### src/design/mtep_pkg.sv
// Shared types, constants and codes of the MIDI track event parser.
`default_nettype none

package mtep_pkg;

    // Width of the variable-length value datapath (default of the top-level parameter).
    localparam int VLQ_BITS_DEF = 28;

    // The chunk header is always the id plus the 32-bit size.
    localparam int HEADER_BYTES = 8;
    localparam int HDR_CNT_W    = $clog2(HEADER_BYTES);

    // Field widths of a result record.
    localparam int KIND_W   = 4;
    localparam int DELTA_W  = 28;
    localparam int CHAN_W   = 4;
    localparam int BYTE_W   = 8;
    localparam int SECOND_W = 15;
    localparam int LEN_W    = 28;

    // Status and meta codes.
    localparam logic [7:0] ST_SYSEX  = 8'hF0;
    localparam logic [7:0] ST_ESCAPE = 8'hF7;
    localparam logic [7:0] ST_META   = 8'hFF;
    localparam logic [7:0] META_EOT  = 8'h2F;

    // High nibbles of interest.
    localparam logic [3:0] HI_PROGRAM    = 4'hC;
    localparam logic [3:0] HI_CHAN_PRESS = 4'hD;
    localparam logic [3:0] HI_SYSTEM     = 4'hF;

    typedef enum logic [2:0] {
        PH_HEADER  = 3'd0,
        PH_DELTA   = 3'd1,
        PH_STATUS  = 3'd2,
        PH_FIRST   = 3'd3,
        PH_SECOND  = 3'd4,
        PH_LENGTH  = 3'd5,
        PH_PAYLOAD = 3'd6
    } t_phase;

    typedef enum logic [KIND_W-1:0] {
        KIND_NOTE_OFF    = 4'd0,
        KIND_NOTE_ON     = 4'd1,
        KIND_POLY_PRESS  = 4'd2,
        KIND_CONTROL     = 4'd3,
        KIND_PROGRAM     = 4'd4,
        KIND_CHAN_PRESS  = 4'd5,
        KIND_PITCH_WHEEL = 4'd6,
        KIND_META_HDR    = 4'd7,
        KIND_SYSEX_HDR   = 4'd8,
        KIND_PAYLOAD     = 4'd9
    } t_kind;

    // Compact event as queued between the parser and the output stage.
    typedef struct packed {
        t_kind               kind;
        logic [DELTA_W-1:0]  delta;
        logic [LEN_W-1:0]    length;
        logic [CHAN_W-1:0]   chan;
        logic [BYTE_W-1:0]   byte_a;   // first data byte, meta type or payload byte
        logic [BYTE_W-1:0]   byte_b;   // second data byte
        logic                flag;     // last payload or end of track
    } t_evt;

    // Fully expanded result record.
    typedef struct packed {
        t_kind               event_kind;
        logic [DELTA_W-1:0]  delta_time;
        logic [CHAN_W-1:0]   channel_number;
        logic [BYTE_W-1:0]   first_value;
        logic [SECOND_W-1:0] second_value;
        logic [BYTE_W-1:0]   meta_type;
        logic [LEN_W-1:0]    payload_length;
        logic [BYTE_W-1:0]   payload_byte;
        logic                last_payload;
        logic                end_of_track;
    } t_rec;

endpackage

`default_nettype wire

### src/design/mtep_byte_if.sv
// Byte channel carrying raw track chunk bytes.
`default_nettype none

interface mtep_byte_if;
    logic       valid;
    logic       ready;
    logic [7:0] track_byte;

    modport source (output valid, output track_byte, input ready);
    modport sink   (input valid, input track_byte, output ready);
endinterface

`default_nettype wire

### src/design/mtep_front.sv
// Byte parser: header skip, delta and length decoding, running status and event classification.
`default_nettype none

module mtep_front
    import mtep_pkg::*;
#(
    parameter int VLQ_BITS = VLQ_BITS_DEF
) (
    input  wire         i_clk,
    input  wire         i_rst_n,
    mtep_byte_if.sink   i_byte,
    input  wire         i_q_ready,
    output logic        o_push,
    output t_evt        o_evt
);

    logic accept;
    logic [7:0] b;

    t_phase r_phase, n_phase;
    logic [HDR_CNT_W-1:0] r_cnt, n_cnt;
    logic [VLQ_BITS-1:0] r_acc, n_acc;
    logic [VLQ_BITS-1:0] r_held, n_held;
    logic [VLQ_BITS-1:0] r_rem, n_rem;
    logic [7:0] r_cur, n_cur;
    logic [7:0] r_running, n_running;
    logic [7:0] r_first, n_first;
    logic [7:0] r_mtype, n_mtype;
    logic r_meta, n_meta;

    logic [7:0] s_disp;
    logic is_meta_s, is_sysex_s, is_chan_s, is_short_s;
    logic [VLQ_BITS-1:0] feed_base, vlq_next, rem_dec;
    logic len_zero, last_byte, ends_track;
    logic [DELTA_W+VLQ_BITS-1:0] held_ext, len_ext;

    assign b      = i_byte.track_byte;
    assign accept = i_byte.valid && i_q_ready;
    assign i_byte.ready = i_q_ready;

    // Status in force for the byte after it, or for the running-status byte.
    assign s_disp     = (r_phase == PH_STATUS) ? r_running : r_cur;
    assign is_meta_s  = (s_disp == ST_META);
    assign is_sysex_s = (s_disp == ST_SYSEX) || (s_disp == ST_ESCAPE);
    assign is_chan_s  = s_disp[7] && (s_disp[7:4] != HI_SYSTEM);
    assign is_short_s = (s_disp[7:4] == HI_PROGRAM) || (s_disp[7:4] == HI_CHAN_PRESS);

    // Variable-length step; a value starts from zero when a sysex length begins.
    assign feed_base = ((r_phase == PH_DELTA) || (r_phase == PH_LENGTH)) ? r_acc : '0;
    always_comb begin
        if (|feed_base[VLQ_BITS-1:VLQ_BITS-7]) begin
            vlq_next = '1;
        end else begin
            vlq_next = {feed_base[VLQ_BITS-8:0], b[6:0]};
        end
    end

    assign len_zero   = (vlq_next == '0);
    assign rem_dec    = r_rem - {{(VLQ_BITS-1){1'b0}}, (r_rem != '0)};
    assign last_byte  = (rem_dec == '0);
    assign ends_track = r_meta && (r_mtype == META_EOT);

    assign held_ext = {{DELTA_W{1'b0}}, r_held};
    assign len_ext  = {{LEN_W{1'b0}}, vlq_next};

    // Next phase.
    always_comb begin
        n_phase = r_phase;
        if (accept) begin
            unique case (r_phase)
                PH_HEADER: begin
                    if (r_cnt == HDR_CNT_W'(HEADER_BYTES - 1)) begin
                        n_phase = PH_DELTA;
                    end
                end
                PH_DELTA: begin
                    if (!b[7]) begin
                        n_phase = PH_STATUS;
                    end
                end
                PH_STATUS, PH_FIRST: begin
                    if (r_phase == PH_STATUS && b[7]) begin
                        n_phase = PH_FIRST;
                    end else if (is_meta_s) begin
                        n_phase = PH_LENGTH;
                    end else if (is_sysex_s) begin
                        if (b[7]) begin
                            n_phase = PH_LENGTH;
                        end else if (len_zero) begin
                            n_phase = PH_DELTA;
                        end else begin
                            n_phase = PH_PAYLOAD;
                        end
                    end else if (is_chan_s && !is_short_s) begin
                        n_phase = PH_SECOND;
                    end else begin
                        n_phase = PH_DELTA;
                    end
                end
                PH_SECOND: n_phase = PH_DELTA;
                PH_LENGTH: begin
                    if (!b[7]) begin
                        if (!len_zero) begin
                            n_phase = PH_PAYLOAD;
                        end else if (ends_track) begin
                            n_phase = PH_HEADER;
                        end else begin
                            n_phase = PH_DELTA;
                        end
                    end
                end
                PH_PAYLOAD: begin
                    if (last_byte) begin
                        n_phase = ends_track ? PH_HEADER : PH_DELTA;
                    end
                end
                default: n_phase = PH_DELTA;
            endcase
        end
    end

    // Held values and the emitted event.
    always_comb begin
        n_cnt     = r_cnt;
        n_acc     = r_acc;
        n_held    = r_held;
        n_rem     = r_rem;
        n_cur     = r_cur;
        n_running = r_running;
        n_first   = r_first;
        n_mtype   = r_mtype;
        n_meta    = r_meta;
        o_push    = 1'b0;
        o_evt     = '0;
        o_evt.delta = held_ext[DELTA_W-1:0];
        if (accept) begin
            n_acc = '0;
            unique case (r_phase)
                PH_HEADER: begin
                    if (r_cnt == HDR_CNT_W'(HEADER_BYTES - 1)) begin
                        n_cnt = '0;
                    end else begin
                        n_cnt = r_cnt + 1'b1;
                    end
                end
                PH_DELTA: begin
                    if (b[7]) begin
                        n_acc = vlq_next;
                    end else begin
                        n_held = vlq_next;
                    end
                end
                PH_STATUS, PH_FIRST: begin
                    if (r_phase == PH_STATUS && b[7]) begin
                        n_cur = b;
                    end else begin
                        n_cur   = s_disp;
                        n_first = b;
                        if (is_meta_s) begin
                            n_meta  = 1'b1;
                            n_mtype = b;
                        end else if (is_sysex_s) begin
                            n_meta = 1'b0;
                            if (b[7]) begin
                                n_acc = vlq_next;
                            end else begin
                                n_rem        = vlq_next;
                                o_push       = 1'b1;
                                o_evt.kind   = KIND_SYSEX_HDR;
                                o_evt.length = len_ext[LEN_W-1:0];
                            end
                        end else if (is_chan_s && is_short_s) begin
                            n_running    = s_disp;
                            o_push       = 1'b1;
                            o_evt.kind   = t_kind'({1'b0, s_disp[6:4]});
                            o_evt.chan   = s_disp[3:0];
                            o_evt.byte_a = b;
                        end
                    end
                end
                PH_SECOND: begin
                    n_running    = r_cur;
                    o_push       = 1'b1;
                    o_evt.kind   = t_kind'({1'b0, r_cur[6:4]});
                    o_evt.chan   = r_cur[3:0];
                    o_evt.byte_a = r_first;
                    o_evt.byte_b = b;
                end
                PH_LENGTH: begin
                    if (b[7]) begin
                        n_acc = vlq_next;
                    end else begin
                        n_rem        = vlq_next;
                        o_push       = 1'b1;
                        o_evt.kind   = r_meta ? KIND_META_HDR : KIND_SYSEX_HDR;
                        o_evt.length = len_ext[LEN_W-1:0];
                        o_evt.byte_a = r_meta ? r_mtype : 8'h00;
                        o_evt.flag   = ends_track;
                    end
                end
                PH_PAYLOAD: begin
                    n_rem        = rem_dec;
                    o_push       = 1'b1;
                    o_evt.kind   = KIND_PAYLOAD;
                    o_evt.delta  = '0;
                    o_evt.byte_a = b;
                    o_evt.flag   = last_byte;
                end
                default: begin
                    n_acc = '0;
                end
            endcase
        end
    end

    always_ff @(posedge i_clk) begin
        if (!i_rst_n) begin
            r_phase   <= PH_HEADER;
            r_cnt     <= '0;
            r_acc     <= '0;
            r_held    <= '0;
            r_rem     <= '0;
            r_cur     <= '0;
            r_running <= '0;
            r_first   <= '0;
            r_mtype   <= '0;
            r_meta    <= 1'b0;
        end else begin
            r_phase   <= n_phase;
            r_cnt     <= n_cnt;
            r_acc     <= n_acc;
            r_held    <= n_held;
            r_rem     <= n_rem;
            r_cur     <= n_cur;
            r_running <= n_running;
            r_first   <= n_first;
            r_mtype   <= n_mtype;
            r_meta    <= n_meta;
        end
    end

endmodule

`default_nettype wire

### src/flat_wrapper.sv
// flat-port wrapper written by rule: the top's interface ports become plain ports
module mtep_front_flat import mtep_pkg::*;
#(
    parameter int VLQ_BITS = VLQ_BITS_DEF
)
  (i_clk, i_rst_n, i_q_ready, o_push, o_evt, i_byte_valid, i_byte_track_byte, i_byte_ready);
  mtep_byte_if i_byte_i ();
  input  wire i_clk;
  input  wire i_rst_n;
  input  wire i_q_ready;
  output logic o_push;
  output t_evt o_evt;
  input wire logic [$bits(i_byte_i.valid)-1:0] i_byte_valid;
  input wire logic [$bits(i_byte_i.track_byte)-1:0] i_byte_track_byte;
  output wire logic [$bits(i_byte_i.ready)-1:0] i_byte_ready;
  assign i_byte_i.valid = i_byte_valid;
  assign i_byte_i.track_byte = i_byte_track_byte;
  assign i_byte_ready = i_byte_i.ready;
  mtep_front #(.VLQ_BITS(VLQ_BITS)) u_core (.i_clk(i_clk), .i_rst_n(i_rst_n), .i_byte(i_byte_i), .i_q_ready(i_q_ready), .o_push(o_push), .o_evt(o_evt));
endmodule
### config.mk
export PLATFORM = sky130hd
export DESIGN_NAME = mtep_front_flat
export DESIGN_NICKNAME = d
export VERILOG_FILES = /design/src/design/mtep_pkg.sv /design/src/design/mtep_byte_if.sv /design/src/design/mtep_front.sv /design/src/flat_wrapper.sv
export SDC_FILE = /design/constraint.sdc
export NUM_CORES = 1
export LEC_CHECK = 0
export ABC_AREA = 0
export BUFFER_PORTS_ARGS = -buffer_cell sky130_fd_sc_hd__buf_2
export CAP_MARGIN = 30
export CORE_MARGIN = 4
export CORE_UTILIZATION = 50
export DETAILED_ROUTE_END_ITERATION = 6
export GPL_ROUTABILITY_DRIVEN = 0
export PLACE_DENSITY = 0.7
export SETUP_SLACK_MARGIN = 0.1
export SLEW_MARGIN = 20
export SYNTH_ARGS = -nofsm -noshare
export SYNTH_HDL_FRONTEND = slang
export SYNTH_SLANG_ARGS = --single-unit
### constraint.sdc
create_clock -name i_clk -period 8.67 [get_ports i_clk]
set_input_delay 1.3005 -clock i_clk [delete_from_list [all_inputs] [get_ports i_clk]]
set_output_delay 1.3005 -clock i_clk [all_outputs]
set_load 0.05 [all_outputs]
==> impl_metrics.csv <==
group,metric,value,unit
flow_run,max-cap-violations,0,
detailed_routing,wl_per_cell,17.3,um
clock_network,cts_tree,"built",
floorplanning,io_pins,95,
timing,max_freq,0.168,GHz
yosys,yosysUniqueCellTypes,67,
yosys,synthTopCellsByArea,"dfxtp_1 35%, o21ai_0 8.3%, nand2_1 7.3%, nor2_1 5.0%, and2_1 4.5%",
yosys,synth-seq-cells,123,
floorplanning,core-area,0.0138,mm2
worst_setup_path,end_kind,"output pin",
worst_setup_path,path_max_fanout,10,
worst_setup_path,reg2reg_to,"u_core.r_phase[1]$_SDFFE_PN0P_",
worst_setup_path,path_class,"flop to output pin",
timing,drv_slew,0,
detailed_routing,drtAntennaViolNets,0,
floorplanning,die_w,127,um
final_layout,nNetsFinal,1016,
clock_network,h-tree-depth,4,
worst_setup_path,critical-path-max-stage-delay,0.64,ns
floorplanning,dieArea,0.0160,mm2
clock_network,cts_max_path_buffers,2,
yosys,ys_seq_area_share,35.0,%
power,ir_drop,134,uV
timing,setup_violations,0,
global_route,grt_pass1_vias,6208,
min_path,hp-start,"u_core.r_first[5]$_SDFFE_PN0P_",
clock_network,clock_sinks,123,
worst_setup_path,slowest_stage,"or4_1",
yosys,synth_cells,936,
detailed_routing,wirelength,20700,um
global_route,antenna_found_initial,0,
run_status,outcome,"complete, no violations",
final_layout,area_growth,16.8,%
floorplanning,rows,43,
detailed_routing,first_iter_violations,861,
timing,hold_viol,0,
final_layout,antenna_cells,0,
yosys,synth_top_area_share,35.0,%
detailed_routing,via_count,7021,
worst_setup_path,cp.arrival,4.66,ns
global_route,grt_max_degree,124,
worst_setup_path,worstSetupStartpointType,"flop",
yosys,ys_warn_count,0,
clock_network,post_cts_buffers,0,
timing,fin_crit,5.96,ns
clock_network,clk_pin_slew,0.06,ns
power,p_per_area,162,mW/mm2
clock_network,hold_buffers,0,
min_path,hold_path.class,"flop to flop",
final_layout,drive_gt1_share,16.2,%
worst_setup_path,reg2regPathDepth,12,
detailed_routing,drc,0,
global_route,grt_pass1_wl,32900,um
detailed_routing,dr.pass1.iters,6,
yosys,synth_fp_nets,952,
worst_setup_path,worstSetupStartpoint,"u_core.r_rem[18]$_SDFFE_PN0P_",
yosys,syn-cell-area,0.00703,mm2
global_route,track_usage,25.3,%
placed_design,dp_hpwl,13900,um
yosys,yosys_most_used_dff,"dfxtp_1",
timing,slew_headroom,40.2,%
yosys,avgSynthCellArea,7.51,um2
timing,worst_pin_slew,0.888,ns
detailed_routing,viasPerCell,5.89,
floorplanning,start_util,50.8,%
floorplanning,die_y,127,um
clock_network,clk_latency,0.42,ns
worst_setup_path,regToRegStartpoint,"u_core.r_rem[18]$_SDFFE_PN0P_",
final_layout,num-fill-cells,1284,
worst_setup_path,path_cells,"or4_1 > nor4_1 > nand4b_1 > ha_1 > ha_1 > nor3b_1 > and3_1 > xnor2_1 > nand4_1 > nor4_1 > nand3_1 > a21oi_1 > buf_2",
final_layout,final_cell_mix,"137 x nand2_1, 123 x dfxtp_1, 116 x o21ai_0",
worst_setup_path,crit_end,"o_evt[0]",
clock_network,post_cts_resized,0,
placed_design,numPortBuffers,94,
yosys,synth_edf_count,0,
timing,worst_clock_skew,0.00691,ns
timing,period_share,68.7,%
placed_design,preCtsSetupSlack,3.23,ns
worst_setup_path,crit_required,7.37,ns
timing,rsz0062_at_grt,"no",
global_route,grt_overflow,0,
clock_network,cts_buffers,17,
timing,setup_tns,0,ns
worst_setup_path,regToRegSetupSlack,4.50,ns
timing,setup_slack,2.71,ns
clock_network,cts_root_buffer,"clkbuf_16",
final_layout,layout_commonest_cell,"nand2_1",
yosys,synthArstFlopShare,0,%
power,leakage,3.35,nW
yosys,synth_top_area_cell,"dfxtp_1",
-- state kept, by name, summed over array words and instances, names as in the netlist --
| register | flops |
|---|---|
| u_core.r_held | 28 |
| u_core.r_acc | 28 |
| u_core.r_cur | 8 |
| u_core.r_rem | 28 |
| u_core.r_meta | 1 |
| u_core.r_first | 8 |
| u_core.r_mtype | 8 |
| u_core.r_running | 8 |
| u_core.r_phase | 3 |
| u_core.r_cnt | 3 |
-- worst min-delay path by stage --
stage / endpoint / slack (ns) / depth (start not counted)
after floorplan: u_core.r_first[7]$_SDFFE_PN0P_ / 0.44 / 2
after global placement: u_core.r_first[3]$_SDFFE_PN0P_ / 0.45 / 2
after global routing: u_core.r_first[1]$_SDFFE_PN0P_ / 0.50 / 2
final: u_core.r_first[5]$_SDFFE_PN0P_ / 0.47 / 2
after detailed placement: u_core.r_first[5]$_SDFFE_PN0P_ / 0.46 / 2
after CTS: u_core.r_first[5]$_SDFFE_PN0P_ / 0.47 / 2
-- power by group --
group	internal, mW	switching, mW	leakage [nW]
registers	0.567	0.00342	0.991
logic	0.0175	0.0400	2.08
clock network	0.443	0.260	0.281
total	1.03	0.304	3.35
-- through the flow --
| stage | util, % | hold WS (ns) | instances | instance area (um2) | total power [mW] |
|---|---|---|---|---|---|
| floorplan | - | 0.436 | 936 | 7030 | 0.620 |
| global placement | 54.6 | 0.453 | 1156 | 7550 | 0.637 |
| detailed placement | 54.9 | 0.461 | 1159 | 7590 | 0.638 |
| CTS | 59.1 | 0.468 | 1191 | 8180 | 1.34 |
| global route | 59.4 | 0.496 | 1193 | 8210 | 1.37 |
| finish | 59.4 | 0.466 | 1193 | 8210 | 1.33 |
-- synth_stat cells, types with 2 or more instances --
| cell | n |
|---|---|
| a2111oi_0 | 3 |
| a211oi_1 | 3 |
| a21boi_0 | 40 |
| a21o_1 | 4 |
| a21oi_1 | 35 |
| a222oi_1 | 8 |
| a22oi_1 | 4 |
| a31oi_1 | 2 |
| and2_1 | 51 |
| and3_1 | 14 |
| buf_2 | 5 |
| buf_4 | 2 |
| buf_6 | 2 |
| clkbuf_1 | 57 |
| dfxtp_1 | 123 |
| ha_1 | 4 |
| inv_1 | 7 |
| mux2i_1 | 15 |
| nand2_1 | 137 |
| nand2b_1 | 14 |
| nand3_1 | 16 |
| nand3b_1 | 4 |
| nand4_1 | 8 |
| nand4b_1 | 3 |
| nor2_1 | 93 |
| nor2b_1 | 50 |
| nor3_1 | 13 |
| nor3b_1 | 4 |
| nor3b_2 | 2 |
| nor4_1 | 14 |
| nor4b_1 | 3 |
| o211a_1 | 7 |
| o21a_1 | 3 |
| o21ai_0 | 116 |
| o221a_2 | 4 |
| o22ai_1 | 4 |
| o311ai_0 | 6 |
| o31ai_1 | 9 |
| o41ai_1 | 5 |
| or3_1 | 6 |
| or4_1 | 6 |
| xnor2_1 | 3 |
| xor2_1 | 3 |
-- worst max-delay path: cells and delay by family, from the launching register on --
family          cells  cell delay (ns)
flops               1             0.39
xor+xnor            1             0.18
simple gates        8             2.59
compound gates      1             0.27
fa+ha+maj           2             0.48
buf+inv             1             0.32
-- layer usage --
layer  global-route usage (%)  wire length (um)
met2                     38.5              9490
met3                     5.35              1480
met1                     35.9              9340
met4                     8.01               355
met5                        0                 0
-- area by class of cell --
class,count,area [um2],share of cell area (%)
sequential,123,2460,30.0
inverter,7,26.3,0.320
multi-input combinational,739,4270,52.0
tap,180,225,2.74
clock inverter,11,119,1.45
clock buffer,21,470,5.73
timing repair buffer,112,633,7.71
-- kinds of logic (layout without fill, tap and decap cells) --
group	after synthesis	in the layout	share of synthesized area (%)
flip-flops	123	123	35.0
multiplexers	16	16	2.30
adder cells (fa/ha/maj)	4	4	0.712
buffers and inverters	74	151	4.38
AND/OR/NAND/NOR	450	450	32.7
XOR/XNOR	6	6	0.748
AO/OA/AOI/OAI	263	263	24.1
Power figures use the tool's default switching activity.
