`config.mk`:
```
export PLATFORM = sky130hd
export DESIGN_NAME = mtep_queue
export DESIGN_NICKNAME = d
export VERILOG_FILES = /design/src/design/mtep_pkg.sv /design/src/design/mtep_queue.sv
export SDC_FILE = /design/constraint.sdc
export NUM_CORES = 1
export LEC_CHECK = 0
export BUFFER_PORTS_ARGS = -buffer_cell sky130_fd_sc_hd__buf_2
export CORE_MARGIN = 10
export CORE_UTILIZATION = 57
export DETAILED_ROUTE_END_ITERATION = 8
export PLACE_DENSITY = 0.88
export SLEW_MARGIN = 20
export SYNTH_ARGS = -nofsm -noshare
export SYNTH_HDL_FRONTEND = slang
export SYNTH_SLANG_ARGS = --single-unit
```
`constraint.sdc`:
```
create_clock -name i_clk -period 10 [get_ports i_clk]
set_clock_uncertainty 0.05 [all_clocks]
set_input_delay 2 -clock i_clk [delete_from_list [all_inputs] [get_ports i_clk]]
set_output_delay 2 -clock i_clk [all_outputs]
set_load 0.02 [all_outputs]
```
`src/design/mtep_pkg.sv`:
```
// Shared types, constants and codes of the MIDI track event parser.
`default_nettype none

package mtep_pkg;

    // Width of the variable-length value datapath (default of the top-level parameter).
    localparam int VLQ_BITS_DEF = 28;

    // The chunk header is always the id plus the 32-bit size.
    localparam int HEADER_BYTES = 8;
    localparam int HDR_CNT_W    = $clog2(HEADER_BYTES);

    // Field widths of a result record.
    localparam int KIND_W   = 4;
    localparam int DELTA_W  = 28;
    localparam int CHAN_W   = 4;
    localparam int BYTE_W   = 8;
    localparam int SECOND_W = 15;
    localparam int LEN_W    = 28;

    // Status and meta codes.
    localparam logic [7:0] ST_SYSEX  = 8'hF0;
    localparam logic [7:0] ST_ESCAPE = 8'hF7;
    localparam logic [7:0] ST_META   = 8'hFF;
    localparam logic [7:0] META_EOT  = 8'h2F;

    // High nibbles of interest.
    localparam logic [3:0] HI_PROGRAM    = 4'hC;
    localparam logic [3:0] HI_CHAN_PRESS = 4'hD;
    localparam logic [3:0] HI_SYSTEM     = 4'hF;

    typedef enum logic [2:0] {
        PH_HEADER  = 3'd0,
        PH_DELTA   = 3'd1,
        PH_STATUS  = 3'd2,
        PH_FIRST   = 3'd3,
        PH_SECOND  = 3'd4,
        PH_LENGTH  = 3'd5,
        PH_PAYLOAD = 3'd6
    } t_phase;

    typedef enum logic [KIND_W-1:0] {
        KIND_NOTE_OFF    = 4'd0,
        KIND_NOTE_ON     = 4'd1,
        KIND_POLY_PRESS  = 4'd2,
        KIND_CONTROL     = 4'd3,
        KIND_PROGRAM     = 4'd4,
        KIND_CHAN_PRESS  = 4'd5,
        KIND_PITCH_WHEEL = 4'd6,
        KIND_META_HDR    = 4'd7,
        KIND_SYSEX_HDR   = 4'd8,
        KIND_PAYLOAD     = 4'd9
    } t_kind;

    // Compact event as queued between the parser and the output stage.
    typedef struct packed {
        t_kind               kind;
        logic [DELTA_W-1:0]  delta;
        logic [LEN_W-1:0]    length;
        logic [CHAN_W-1:0]   chan;
        logic [BYTE_W-1:0]   byte_a;   // first data byte, meta type or payload byte
        logic [BYTE_W-1:0]   byte_b;   // second data byte
        logic                flag;     // last payload or end of track
    } t_evt;

    // Fully expanded result record.
    typedef struct packed {
        t_kind               event_kind;
        logic [DELTA_W-1:0]  delta_time;
        logic [CHAN_W-1:0]   channel_number;
        logic [BYTE_W-1:0]   first_value;
        logic [SECOND_W-1:0] second_value;
        logic [BYTE_W-1:0]   meta_type;
        logic [LEN_W-1:0]    payload_length;
        logic [BYTE_W-1:0]   payload_byte;
        logic                last_payload;
        logic                end_of_track;
    } t_rec;

endpackage

`default_nettype wire

```
`src/design/mtep_queue.sv`:
```
// Two-entry event queue between the parser and the output stage.
`default_nettype none

module mtep_queue
    import mtep_pkg::*;
(
    input  wire   i_clk,
    input  wire   i_rst_n,
    input  wire   i_push,
    input  t_evt  i_evt,
    output logic  o_ready,
    output logic  o_valid,
    output t_evt  o_evt,
    input  wire   i_pop
);

    t_evt r_mem [0:1];
    logic r_wr, r_rd;
    logic [1:0] r_cnt;
    logic do_push, do_pop;

    assign o_ready = (r_cnt != 2'd2);
    assign o_valid = (r_cnt != 2'd0);
    assign o_evt   = r_mem[r_rd];
    assign do_push = i_push && o_ready;
    assign do_pop  = i_pop && o_valid;

    always_ff @(posedge i_clk) begin
        if (do_push) begin
            r_mem[r_wr] <= i_evt;
        end
    end

    always_ff @(posedge i_clk) begin
        if (!i_rst_n) begin
            r_wr  <= 1'b0;
            r_rd  <= 1'b0;
            r_cnt <= 2'd0;
        end else begin
            if (do_push) begin
                r_wr <= ~r_wr;
            end
            if (do_pop) begin
                r_rd <= ~r_rd;
            end
            r_cnt <= r_cnt + {1'b0, do_push} - {1'b0, do_pop};
        end
    end

endmodule

`default_nettype wire

```
==> results of run 1 <==
## final timing paths
path / from / to / slack, ps / depth (start not counted)
worst min register to register: r_wr / r_wr / 480 / 2
worst max-delay path: flip-flop / o_evt[80] / 5390 / 3
worst min-delay path: r_wr / r_wr / 480 / 2
worst max register to register: r_cnt[0] / r_mem[0][9] / 7410 / 4
## worst max-delay path: stages, from the launching register on
cell,delay [ps]
dfxtp_4,750
buf_4,790
mux2_2,410
buf_2,160
## layout make-up
type / count / area, um2
Clock buffer: 20 / 436.7
Sequential cell: 167 / 4969
Multi-Input combinational cell: 99 / 1355
Tap cell: 140 / 175.2
Inverter: 1 / 3.754
Fill cell: 665 / 3037
Timing Repair Buffer: 170 / 878.3
Clock inverter: 12 / 128.9
## per-layer routing
layer / share of wire [%] / vias up
met5: 0 / -
met4: 1.5 / 0
met3: 6.5 / 13
met2: 55 / 111
met1: 37 / 1529
li1: - / 1447
## cell families (layout without fill, tap and decap cells)
family	Yosys count	after routing	share of synthesized area (%)
flops	167	167	76.59
mux	82	82	18.86
simple gates	11	11	0.9458
fa+ha+maj	2	2	0.3860
xor+xnor	3	3	0.4054
buf+inv	10	203	2.702
compound gates	1	1	0.1159
## flip-flops by register name (all words and copies together), names as in the netlist, named ones only
register / flops
r_mem: 162
r_cnt: 2
r_rd: 1
r_wr: 1
## power by group through the flow
stage	sequential, mW	clock (mW)	combinational (mW)
2_1_floorplan	0.922	0	0.477
3_3_place_gp	0.938	0	0.572
3_5_place_dp	0.947	0	0.581
4_1_cts	0.932	0.629	0.583
5_1_grt	0.938	0.659	0.611
6_report	0.929	0.615	0.575
## cell usage in the layout (no fill, tap or decap), drive strengths merged
cell type | netlist | final
clkinvlp | 0 | 3
nor2 | 1 | 1
xnor2 | 3 | 3
dfxtp | 5 | 5
o21a | 1 | 1
clkbuf | 0 | 20
ha | 2 | 2
nor2b | 2 | 2
bufinv | 0 | 2
buf | 9 | 170
nand2 | 2 | 2
or2 | 1 | 1
edfxtp | 162 | 162
and2 | 2 | 2
nand2b | 2 | 2
inv | 1 | 2
and3 | 1 | 1
mux2i | 1 | 1
clkinv | 0 | 6
mux2 | 81 | 81
==> tab_implementation.tex, run 1 <==
\begin{tabular}{lr}
\hline
Metric & Value \\
\hline
\multicolumn{2}{l}{\textbf{Power}} \\
Proportion of power drawn by combinational gates & 27.1\% \\
Leakage power figure & 3.137 nW \\
Internal Power & 1.512 mW \\
P per Cell Area & 266.7 nW/um2 \\
Switching share of power & 28.68\% \\
Peak ir drop on the vdd network & 0.1559 mV \\
Overall power & 2.120 mW \\
Sequential Power Share & 43.8\% \\
Net switching power & 608.0 uW \\
Clock power share & 29.0\% \\
\multicolumn{2}{l}{\textbf{Logic synthesis}} \\
Top cells by count, synth & 162 x edfxtp\_1, 80 x mux2\_4, 8 x buf\_12, 5 x dfxtp\_1, 3 x xnor2\_1 \\
Synthesized area per cell & 23.49 um2 \\
Count of synthesis-stage warnings from yosys & 0 \\
Most instantiated flip-flop cell in the synthesis netlist & edfxtp\_1 \\
Count of state elements after synthesis & 167 \\
Number of enable-type register cells in the synthesized netlist & 162 \\
Number of distinct standard cells referenced by the synthesized netlist & 18 \\
Count leader, synth & edfxtp\_1 \\
Share of the synthesized area in the top cell type & 75.04\% \\
Cell count after synthesis & 276 \\
Post-synthesis net count & 363 \\
Cells taking the most area after synthesis & edfxtp\_1 75\%, mux2\_4 19\%, buf\_12 2.5\% \\
Cell area after synthesis & 6482 um2 \\
Biggest area consumer among synthesized cells & edfxtp\_1 \\
Ys async rst share & 0\% \\
Sequential fraction of the synthesis area & 76.59\% \\
\multicolumn{2}{l}{\textbf{Hold path}} \\
Path type of the worst min-delay path & reg -> reg \\
\multicolumn{2}{l}{\textbf{Die}} \\
Initial standard-cell utilization of the core & 59.02\% \\
Vert. Die Dim & 126.6 um \\
Cell row count & 38 \\
Width of the die & 126.6 um \\
Die area & 16040 um2 \\
Number of top-level design ports & 168 \\
Placeable core area & 10980 um2 \\
\multicolumn{2}{l}{\textbf{Placed design}} \\
Placed wire-length estimate & 8407 um \\
Placement Cell Area & 7353 um2 \\
Gpl congestion & 0.7261 \\
Number of placed instances, taps included & 576 \\
Worst slack at placement & 5785 ps \\
Number of buffers added on ports & 167 \\
\multicolumn{2}{l}{\textbf{Timing}} \\
Hold slack final & 480.6 ps \\
Fin. max-slew vios & 0 \\
Share of the cycle needed by the critical path after routing & 46.12\% \\
Slew at the pin with the worst max-slew slack & 968.6 ps \\
RSZ-0062 raised after global routing & false \\
Post-route minimum period & 4612 ps \\
Final Hold Viols & 0 \\
Setup Total Neg Slack & 0 ps \\
Worst max-slew margin expressed relative to the limit & 35.27\% \\
Number of setup violations in the final report & 0 \\
Fin worst setup slack & 5388 ps \\
Peak clock frequency supported by timing & 0.2168 GHz \\
\multicolumn{2}{l}{\textbf{GRT}} \\
GR met1 Demand/Resource & 15.39\% \\
Pin count of the biggest net entering global routing & 82 \\
Global-route congestion overflow total & 0 \\
Most used routing layer & met2 \\
Global routing usage summed across all routing layers & 14.68\% \\
Vias in the first global route & 3406 \\
Wire length of the first global-routing pass & 18080 um \\
Number of antenna violations at the first check in global routing & 1 \\
Met2 Track Usage GR & 25.82\% \\
Met3 GRT Util & 5.331\% \\
\multicolumn{2}{l}{\textbf{Detailed routing}} \\
ANT nets after route & 0 \\
Detailed-routing iteration count for the pre-antenna-repair pass & 4 \\
Via density per instance & 5.090 \\
WL final & 12010 um \\
DRT iter0 DRCs & 169 \\
Residual DRC & 0 \\
Vias post-DR & 3100 \\
Routed length per instance & 19.72 um \\
\multicolumn{2}{l}{\textbf{Setup path}} \\
Crit path required time & 7950 ps \\
Kind of critical path & reg -> out \\
WP data arrival & 2560 ps \\
Crit path max fanout & 49 \\
Endpoint type of the worst setup path & primary output \\
CP Launch Type & flip-flop \\
\multicolumn{2}{l}{\textbf{Layout}} \\
Final Instance Count excl. Fillers & 609 \\
NumNets Final & 543 \\
P\&R area growth vs syn & 22.58\% \\
Number of antenna cells inserted & 0 \\
Final core utilization & 72.35\% \\
Proportion of layout cells with a drive suffix above 1 & 59.91\% \\
Post-Layout Inst Area & 7946 um2 \\
\multicolumn{2}{l}{\textbf{CTS}} \\
Clock tree from TritonCTS & yes \\
Num CTS Buffers & 17 \\
CTS root buffer & clkbuf\_16 \\
Largest buffer count on any clock path & 2 \\
Clock slew at the register clock pins of the worst setup and hold paths & 60 ps \\
Htree depth & 4 \\
Count of buffers added by post-CTS timing repair for setup & 0 \\
Insertion delay to the later sink of the worst-skew pair & 410 ps \\
Cts-stage hold buffer count & 0 \\
Post-CTS resize count & 0 \\
CTS sink cnt & 167 \\
\multicolumn{2}{l}{\textbf{Run}} \\
Maximum Capacitance Violations & 0 \\
\multicolumn{2}{l}{\textbf{Run status}} \\
Outcome & complete, no violations \\
\hline
\end{tabular}
Power figures use the tool's default switching activity.
==> run 2: changes to the inputs <==
- ABC_AREA: not set -> 1
- CORE_UTILIZATION: 57 -> 47
- PLACE_DENSITY: 0.88 -> 0.78
- clock period: 10 -> 3.99 ns (I/O delays scaled with it)
==> tab_implementation.tex, run 2 <==
\begin{tabular}{lr}
\hline
Metric & Value \\
\hline
\multicolumn{2}{l}{\textbf{Run status}} \\
Outcome & complete, no violations \\
\multicolumn{2}{l}{\textbf{Logic synthesis}} \\
Number of distinct standard cells referenced by the synthesized netlist & 12 \\
Simple-gate portion of the synthesized area & 1.215\% \\
Mux cell area share after synthesis & 18.68\% \\
Synthesized area per cell & 22.53 um2 \\
Cell count after synthesis & 288 \\
Post-synthesis net count & 375 \\
Cells taking the most area after synthesis & edfxtp\_1 75\%, mux2\_4 19\%, buf\_12 2.5\% \\
Ys async rst share & 0\% \\
Count leader, synth & edfxtp\_1 \\
Share of the synthesized area in the top cell type & 74.97\% \\
Sequential fraction of the synthesis area & 76.51\% \\
Cell area after synthesis & 6489 um2 \\
Count of synthesis-stage warnings from yosys & 0 \\
Most instantiated flip-flop cell in the synthesis netlist & edfxtp\_1 \\
Xor-xnor portion of the synthesized cell area & 0\% \\
Post-Synth Adder-Cell Area & 0.3857\% \\
Biggest area consumer among synthesized cells & edfxtp\_1 \\
Count of state elements after synthesis & 167 \\
Number of enable-type register cells in the synthesized netlist & 162 \\
Top cells by count, synth & 162 x edfxtp\_1, 80 x mux2\_4, 9 x nand2\_1, 8 x buf\_12, 8 x nor2\_1 \\
Combinational family with the most area after synthesis & multiplexers \\
Complex-gate fraction of the synthesized area & 0.1543\% \\
\multicolumn{2}{l}{\textbf{GRT}} \\
Global routing usage summed across all routing layers & 13.09\% \\
Pin count of the biggest net entering global routing & 56 \\
Global-route congestion overflow total & 0 \\
Vias in the first global route & 3469 \\
Wire length of the first global-routing pass & 18430 um \\
Number of antenna violations at the first check in global routing & 2 \\
\multicolumn{2}{l}{\textbf{Timing}} \\
RSZ-0062 raised after global routing & false \\
Fin. max-slew vios & 0 \\
Setup Total Neg Slack & 0 ps \\
Share of the cycle needed by the critical path after routing & 75.02\% \\
Final Hold Viols & 0 \\
Slew at the pin with the worst max-slew slack & 844.6 ps \\
Worst max-slew margin expressed relative to the limit & 43.56\% \\
Number of setup violations in the final report & 0 \\
Post-route minimum period & 2993 ps \\
Hold slack final & 473.6 ps \\
Peak clock frequency supported by timing & 0.3341 GHz \\
\multicolumn{2}{l}{\textbf{Die}} \\
Placeable core area & 13400 um2 \\
Vert. Die Dim & 137.5 um \\
Width of the die & 137.5 um \\
Number of top-level design ports & 168 \\
Cell row count & 42 \\
Die area & 18910 um2 \\
Initial standard-cell utilization of the core & 48.42\% \\
\multicolumn{2}{l}{\textbf{Detailed routing}} \\
ANT nets after route & 0 \\
Residual DRC & 0 \\
Vias post-DR & 3150 \\
WL final & 12380 um \\
DRT iter0 DRCs & 128 \\
Routed length per instance & 18.78 um \\
Via density per instance & 4.780 \\
Detailed-routing iteration count for the pre-antenna-repair pass & 4 \\
\multicolumn{2}{l}{\textbf{Setup path}} \\
CP Launch Type & flip-flop \\
Crit path required time & 3140 ps \\
Crit path max fanout & 27 \\
Worst R2R Path Depth & 5 \\
Endpoint type of the worst setup path & primary output \\
Kind of critical path & reg -> out \\
WP data arrival & 2150 ps \\
Start of the worst register-to-register path & r\_cnt[0] \\
\multicolumn{2}{l}{\textbf{Layout}} \\
Most frequent standard cell in the layout excluding fill and tap cells & buf\_2 \\
Largest regs & r\_mem x162, r\_cnt x2 \\
Proportion of layout cells with a drive suffix above 1 & 57.38\% \\
Commonest non-fill, non-tap cells in the layout & 167 x buf\_2, 162 x edfxtp\_1, 80 x mux2\_4 \\
Top register by number of flip-flops & r\_mem \\
Flip-flop count of the largest register, all copies and words added & 162 \\
Final Instance Count excl. Fillers & 659 \\
FILL cells & 1033 \\
P\&R area growth vs syn & 23.00\% \\
NumNets Final & 557 \\
\multicolumn{2}{l}{\textbf{Hold path}} \\
Hold Path Stages & 2 \\
Path type of the worst min-delay path & reg -> reg \\
Worst Min Path Start & r\_rd \\
\multicolumn{2}{l}{\textbf{Placed design}} \\
Number of buffers added on ports & 167 \\
Gpl congestion & 0.7152 \\
Number of placed instances, taps included & 627 \\
Placed wire-length estimate & 8787 um \\
\multicolumn{2}{l}{\textbf{CTS}} \\
Post-CTS resize count & 0 \\
Count of buffers added by post-CTS timing repair for setup & 0 \\
Clock slew at the register clock pins of the worst setup and hold paths & 60 ps \\
Num CTS Buffers & 17 \\
CTS sink cnt & 167 \\
CTS root buffer & clkbuf\_16 \\
Cts-stage hold buffer count & 0 \\
Insertion delay to the later sink of the worst-skew pair & 410 ps \\
Clock tree from TritonCTS & yes \\
Htree depth & 4 \\
Largest buffer count on any clock path & 2 \\
\multicolumn{2}{l}{\textbf{Power}} \\
P per Cell Area & 658.0 nW/um2 \\
Peak ir drop on the vdd network & 0.4340 mV \\
Leakage power figure & 3.176 nW \\
\multicolumn{2}{l}{\textbf{Run}} \\
Maximum Capacitance Violations & 0 \\
\hline
\end{tabular}
[run 2: layer usage]
metal | up-vias | share of wire, % | global-route usage [%] | wire length [um]
met5 | - | 0 | 0 | 0
met3 | 15 | 9.0 | 5.462 | 1116
met4 | 0 | 1.8 | 5.562 | 223
met1 | 1533 | 38 | 14.54 | 4765
li1 | 1485 | - | - | -
met2 | 117 | 51 | 21.69 | 6271
[run 2: stage by stage]
| step | worst slack (ps) | area (um2) | power [mW] | utilization, % |
|---|---|---|---|---|
| global placement | 1402 | 7448 | 3.805 | 55.58 |
| finish | 996.6 | 7981 | 5.252 | 59.56 |
| CTS | 942.2 | 7976 | 5.334 | 59.52 |
| floorplan | 524.9 | 6491 | 3.475 | - |
| detailed placement | 1376 | 7448 | 3.847 | 55.58 |
| global route | 875.7 | 7979 | 5.496 | 59.54 |
[run 2: path summary, 6_finish.rpt]
path	endpoint	slack, ps
setup / recovery	o_evt[43]	1000
setup reg to reg	r_mem[0][78]	1830
hold reg to reg	r_rd	470
hold / removal	r_rd	470
[run 2: cell families (layout without fill, tap and decap cells)]
kind of cell,after synthesis,count (layout)
AO/OA/AOI/OAI,2,2
flip-flops,167,167
buffers and inverters,16,209
AND/OR/NAND/NOR,20,20
adder cells (fa/ha/maj),2,2
other,0,2
multiplexers,81,81
[run 2: critical path, cell delays in order (launching register included)]
cell	delay, ps
dfxtp_4	680
buf_4	520
mux2_4	350
buf_2	160
[run 2: area by class of cell]
| class | count | area, um2 | area share [%] |
|---|---|---|---|
| antenna | 2 | 5.005 | 0.06271 |
| clock buffer | 23 | 447.9 | 5.612 |
| clock inverter | 7 | 80.08 | 1.003 |
| inverter | 7 | 27.53 | 0.3449 |
| multi-input combinational | 105 | 1334 | 16.71 |
| sequential | 167 | 4969 | 62.25 |
| tap | 176 | 220.2 | 2.759 |
| timing repair buffer | 172 | 898.4 | 11.26 |
[run 2: report_power, final]
group / internal, mW / switching [mW] / leakage [nW]
clock: 0.904 / 0.572 / 0.255
combinational: 0.640 / 0.804 / 1.37
sequential: 2.22 / 0.110 / 1.55
==> run 3: changes to the inputs <==
- clock period: 3.99 -> 2.43 ns (I/O delays scaled with it)
==> tab_implementation.tex, run 3 (synthesized netlist as in run 2, its figures left out) <==
\begin{tabular}{lr}
\hline
Metric & Value \\
\hline
\multicolumn{2}{l}{\textbf{Layout}} \\
Area of all sequential standard cells & 4969 um2 \\
Final core utilization & 60.56\% \\
Proportion of layout cells with a drive suffix above 1 & 59.18\% \\
Post-Layout Inst Area & 8115 um2 \\
FILL cells & 972 \\
Most frequent standard cell in the layout excluding fill and tap cells & buf\_2 \\
Largest regs & r\_mem x162, r\_cnt x2 \\
Top register by number of flip-flops & r\_mem \\
Commonest non-fill, non-tap cells in the layout & 167 x buf\_2, 162 x edfxtp\_1, 80 x mux2\_4 \\
Flip-flop count of the largest register, all copies and words added & 162 \\
Area occupied by multi-input gates & 1334 um2 \\
NumNets Final & 559 \\
P\&R area growth vs syn & 25.07\% \\
\multicolumn{2}{l}{\textbf{Setup path}} \\
Capture point of the worst reg-to-reg path & r\_cnt[1] \\
Last element of the critical path & o\_evt[80] \\
Start of the worst register-to-register path & r\_cnt[0] \\
Ordered cell list for the critical path & buf\_12 > mux2\_2 > buf\_2 \\
Crit path max fanout & 41 \\
Crit path max-delay family & buffers and inverters \\
Worst R2R Path Depth & 10 \\
Slack of the worst reg-to-reg path & 660 ps \\
Crit path required time & 1890 ps \\
CP Launch Type & flip-flop \\
Largest incremental delay on the critical path & 370 ps \\
Worst-path cell with the longest stage delay & dfxtp\_4 \\
Number of stages on the worst setup path & 3 \\
Endpoint type of the worst setup path & primary output \\
WP data arrival & 1640 ps \\
Number of buffers and inverters on the critical path & 2 \\
Kind of critical path & reg -> out \\
\multicolumn{2}{l}{\textbf{Run}} \\
Maximum Capacitance Violations & 0 \\
\multicolumn{2}{l}{\textbf{Timing}} \\
Final Hold Viols & 0 \\
Post-route minimum period & 2181 ps \\
Fin worst setup slack & 249.3 ps \\
Setup Total Neg Slack & 0 ps \\
Hold slack final & 205.9 ps \\
Slew at the pin with the worst max-slew slack & 439.9 ps \\
Worst max-slew margin expressed relative to the limit & 70.60\% \\
Number of setup violations in the final report & 0 \\
Peak clock frequency supported by timing & 0.4586 GHz \\
Share of the cycle needed by the critical path after routing & 89.74\% \\
RSZ-0062 raised after global routing & false \\
Fin. max-slew vios & 0 \\
\multicolumn{2}{l}{\textbf{Power}} \\
Peak ir drop on the vdd network & 0.5562 mV \\
Net switching power & 2.540 mW \\
Leakage power figure & 3.214 nW \\
Switching share of power & 28.39\% \\
Internal Power & 6.409 mW \\
P per Cell Area & 1103 nW/um2 \\
Proportion of power drawn by combinational gates & 27.8\% \\
Clock power share & 30.1\% \\
Sequential Power Share & 42.0\% \\
\multicolumn{2}{l}{\textbf{Placed design}} \\
Number of buffers added on ports & 167 \\
Placed wire-length estimate & 8721 um \\
Placement Cell Area & 7503 um2 \\
Gpl congestion & 0.7575 \\
Worst slack at placement & 655.7 ps \\
\multicolumn{2}{l}{\textbf{Detailed routing}} \\
Routed length per instance & 18.60 um \\
Via density per instance & 4.811 \\
DRT iter0 DRCs & 188 \\
Vias post-DR & 3185 \\
Residual DRC & 0 \\
Detailed-routing iteration count for the pre-antenna-repair pass & 4 \\
ANT nets after route & 0 \\
WL final & 12310 um \\
\multicolumn{2}{l}{\textbf{CTS}} \\
CTS root buffer & clkbuf\_16 \\
Num CTS Buffers & 17 \\
Htree depth & 4 \\
Largest buffer count on any clock path & 2 \\
Cts-stage hold buffer count & 0 \\
CTS sink cnt & 167 \\
Count of buffers added by post-CTS timing repair for setup & 0 \\
Clock slew at the register clock pins of the worst setup and hold paths & 60 ps \\
Clock tree from TritonCTS & yes \\
Post-CTS resize count & 0 \\
Insertion delay to the later sink of the worst-skew pair & 410 ps \\
\multicolumn{2}{l}{\textbf{GRT}} \\
Wire length of the first global-routing pass & 18720 um \\
Pin count of the biggest net entering global routing & 61 \\
Vias in the first global route & 3511 \\
Global-route congestion overflow total & 0 \\
Global routing usage summed across all routing layers & 13.12\% \\
Number of antenna violations at the first check in global routing & 1 \\
\multicolumn{2}{l}{\textbf{Die}} \\
Placeable core area & 13400 um2 \\
Cell row count & 42 \\
Initial standard-cell utilization of the core & 48.42\% \\
Number of top-level design ports & 168 \\
Die area & 18910 um2 \\
Vert. Die Dim & 137.5 um \\
Width of the die & 137.5 um \\
\multicolumn{2}{l}{\textbf{Hold path}} \\
Path type of the worst min-delay path & in -> reg \\
\multicolumn{2}{l}{\textbf{Run status}} \\
Outcome & complete, no violations \\
\hline
\end{tabular}
## run 3: cell count changes in the layout (fill, tap and decap cells not counted)
| cell | change |
|---|---|
| buf_4 | -1 |
| bufinv_16 | +1 |
| buf_12 | +3 |
| clkinv_1 | -3 |
| clkinv_2 | -2 |
| clkinv_4 | +2 |
| clkinvlp_4 | +6 |
| clkbuf_1 | -4 |
| clkbuf_8 | +2 |
| diode_2 | -1 |
## run 3: worst min path at each step
stage	cells past startpoint	startpoint	slack, ps	end
after floorplan	2	r_rd	420	flip-flop
after global placement	2	r_rd	440	r_rd
after detailed placement	2	r_rd	440	flip-flop
after CTS	1	i_evt[13]	180	r_mem[1][13]
after global routing	1	i_evt[13]	180	r_mem[1][13]
final	1	i_evt[13]	210	r_mem[1][13]
## run 3: layout make-up
cell class,instances,share of cell area [%]
Clock buffer,21,5.674
Multi-Input combinational cell,105,16.44
Antenna cell,1,0.03084
Timing Repair Buffer,174,11.72
Sequential cell,167,61.22
Tap cell,176,2.714
Inverter,7,0.3700
Clock inverter,11,1.835
## run 3: power groups by stage
| stage | Sequential [mW] | Clock, mW | Combinational, mW |
|---|---|---|---|
| 4_1_cts | 3.76 | 2.76 | 2.54 |
| 3_5_place_dp | 3.82 | 0 | 2.52 |
| 3_3_place_gp | 3.80 | 0 | 2.48 |
| 2_1_floorplan | 3.79 | 0 | 1.90 |
| 5_1_grt | 3.79 | 2.90 | 2.66 |
| 6_report | 3.76 | 2.70 | 2.49 |
## run 3: per-layer routing
layer | GRT usage, % | vias to the layer above | share of wire, %
met5 | 0 | - | 0
met3 | 6.300 | 20 | 11
li1 | - | 1491 | -
met4 | 5.445 | 0 | 1.6
met2 | 21.66 | 133 | 50
met1 | 14.18 | 1541 | 37
## run 3: per-stage QoR
step,power (mW),cells
after floorplan,5.698,288
after global placement,6.274,629
after detailed placement,6.348,629
after CTS,9.061,661
after global routing,9.345,661
final,8.949,662
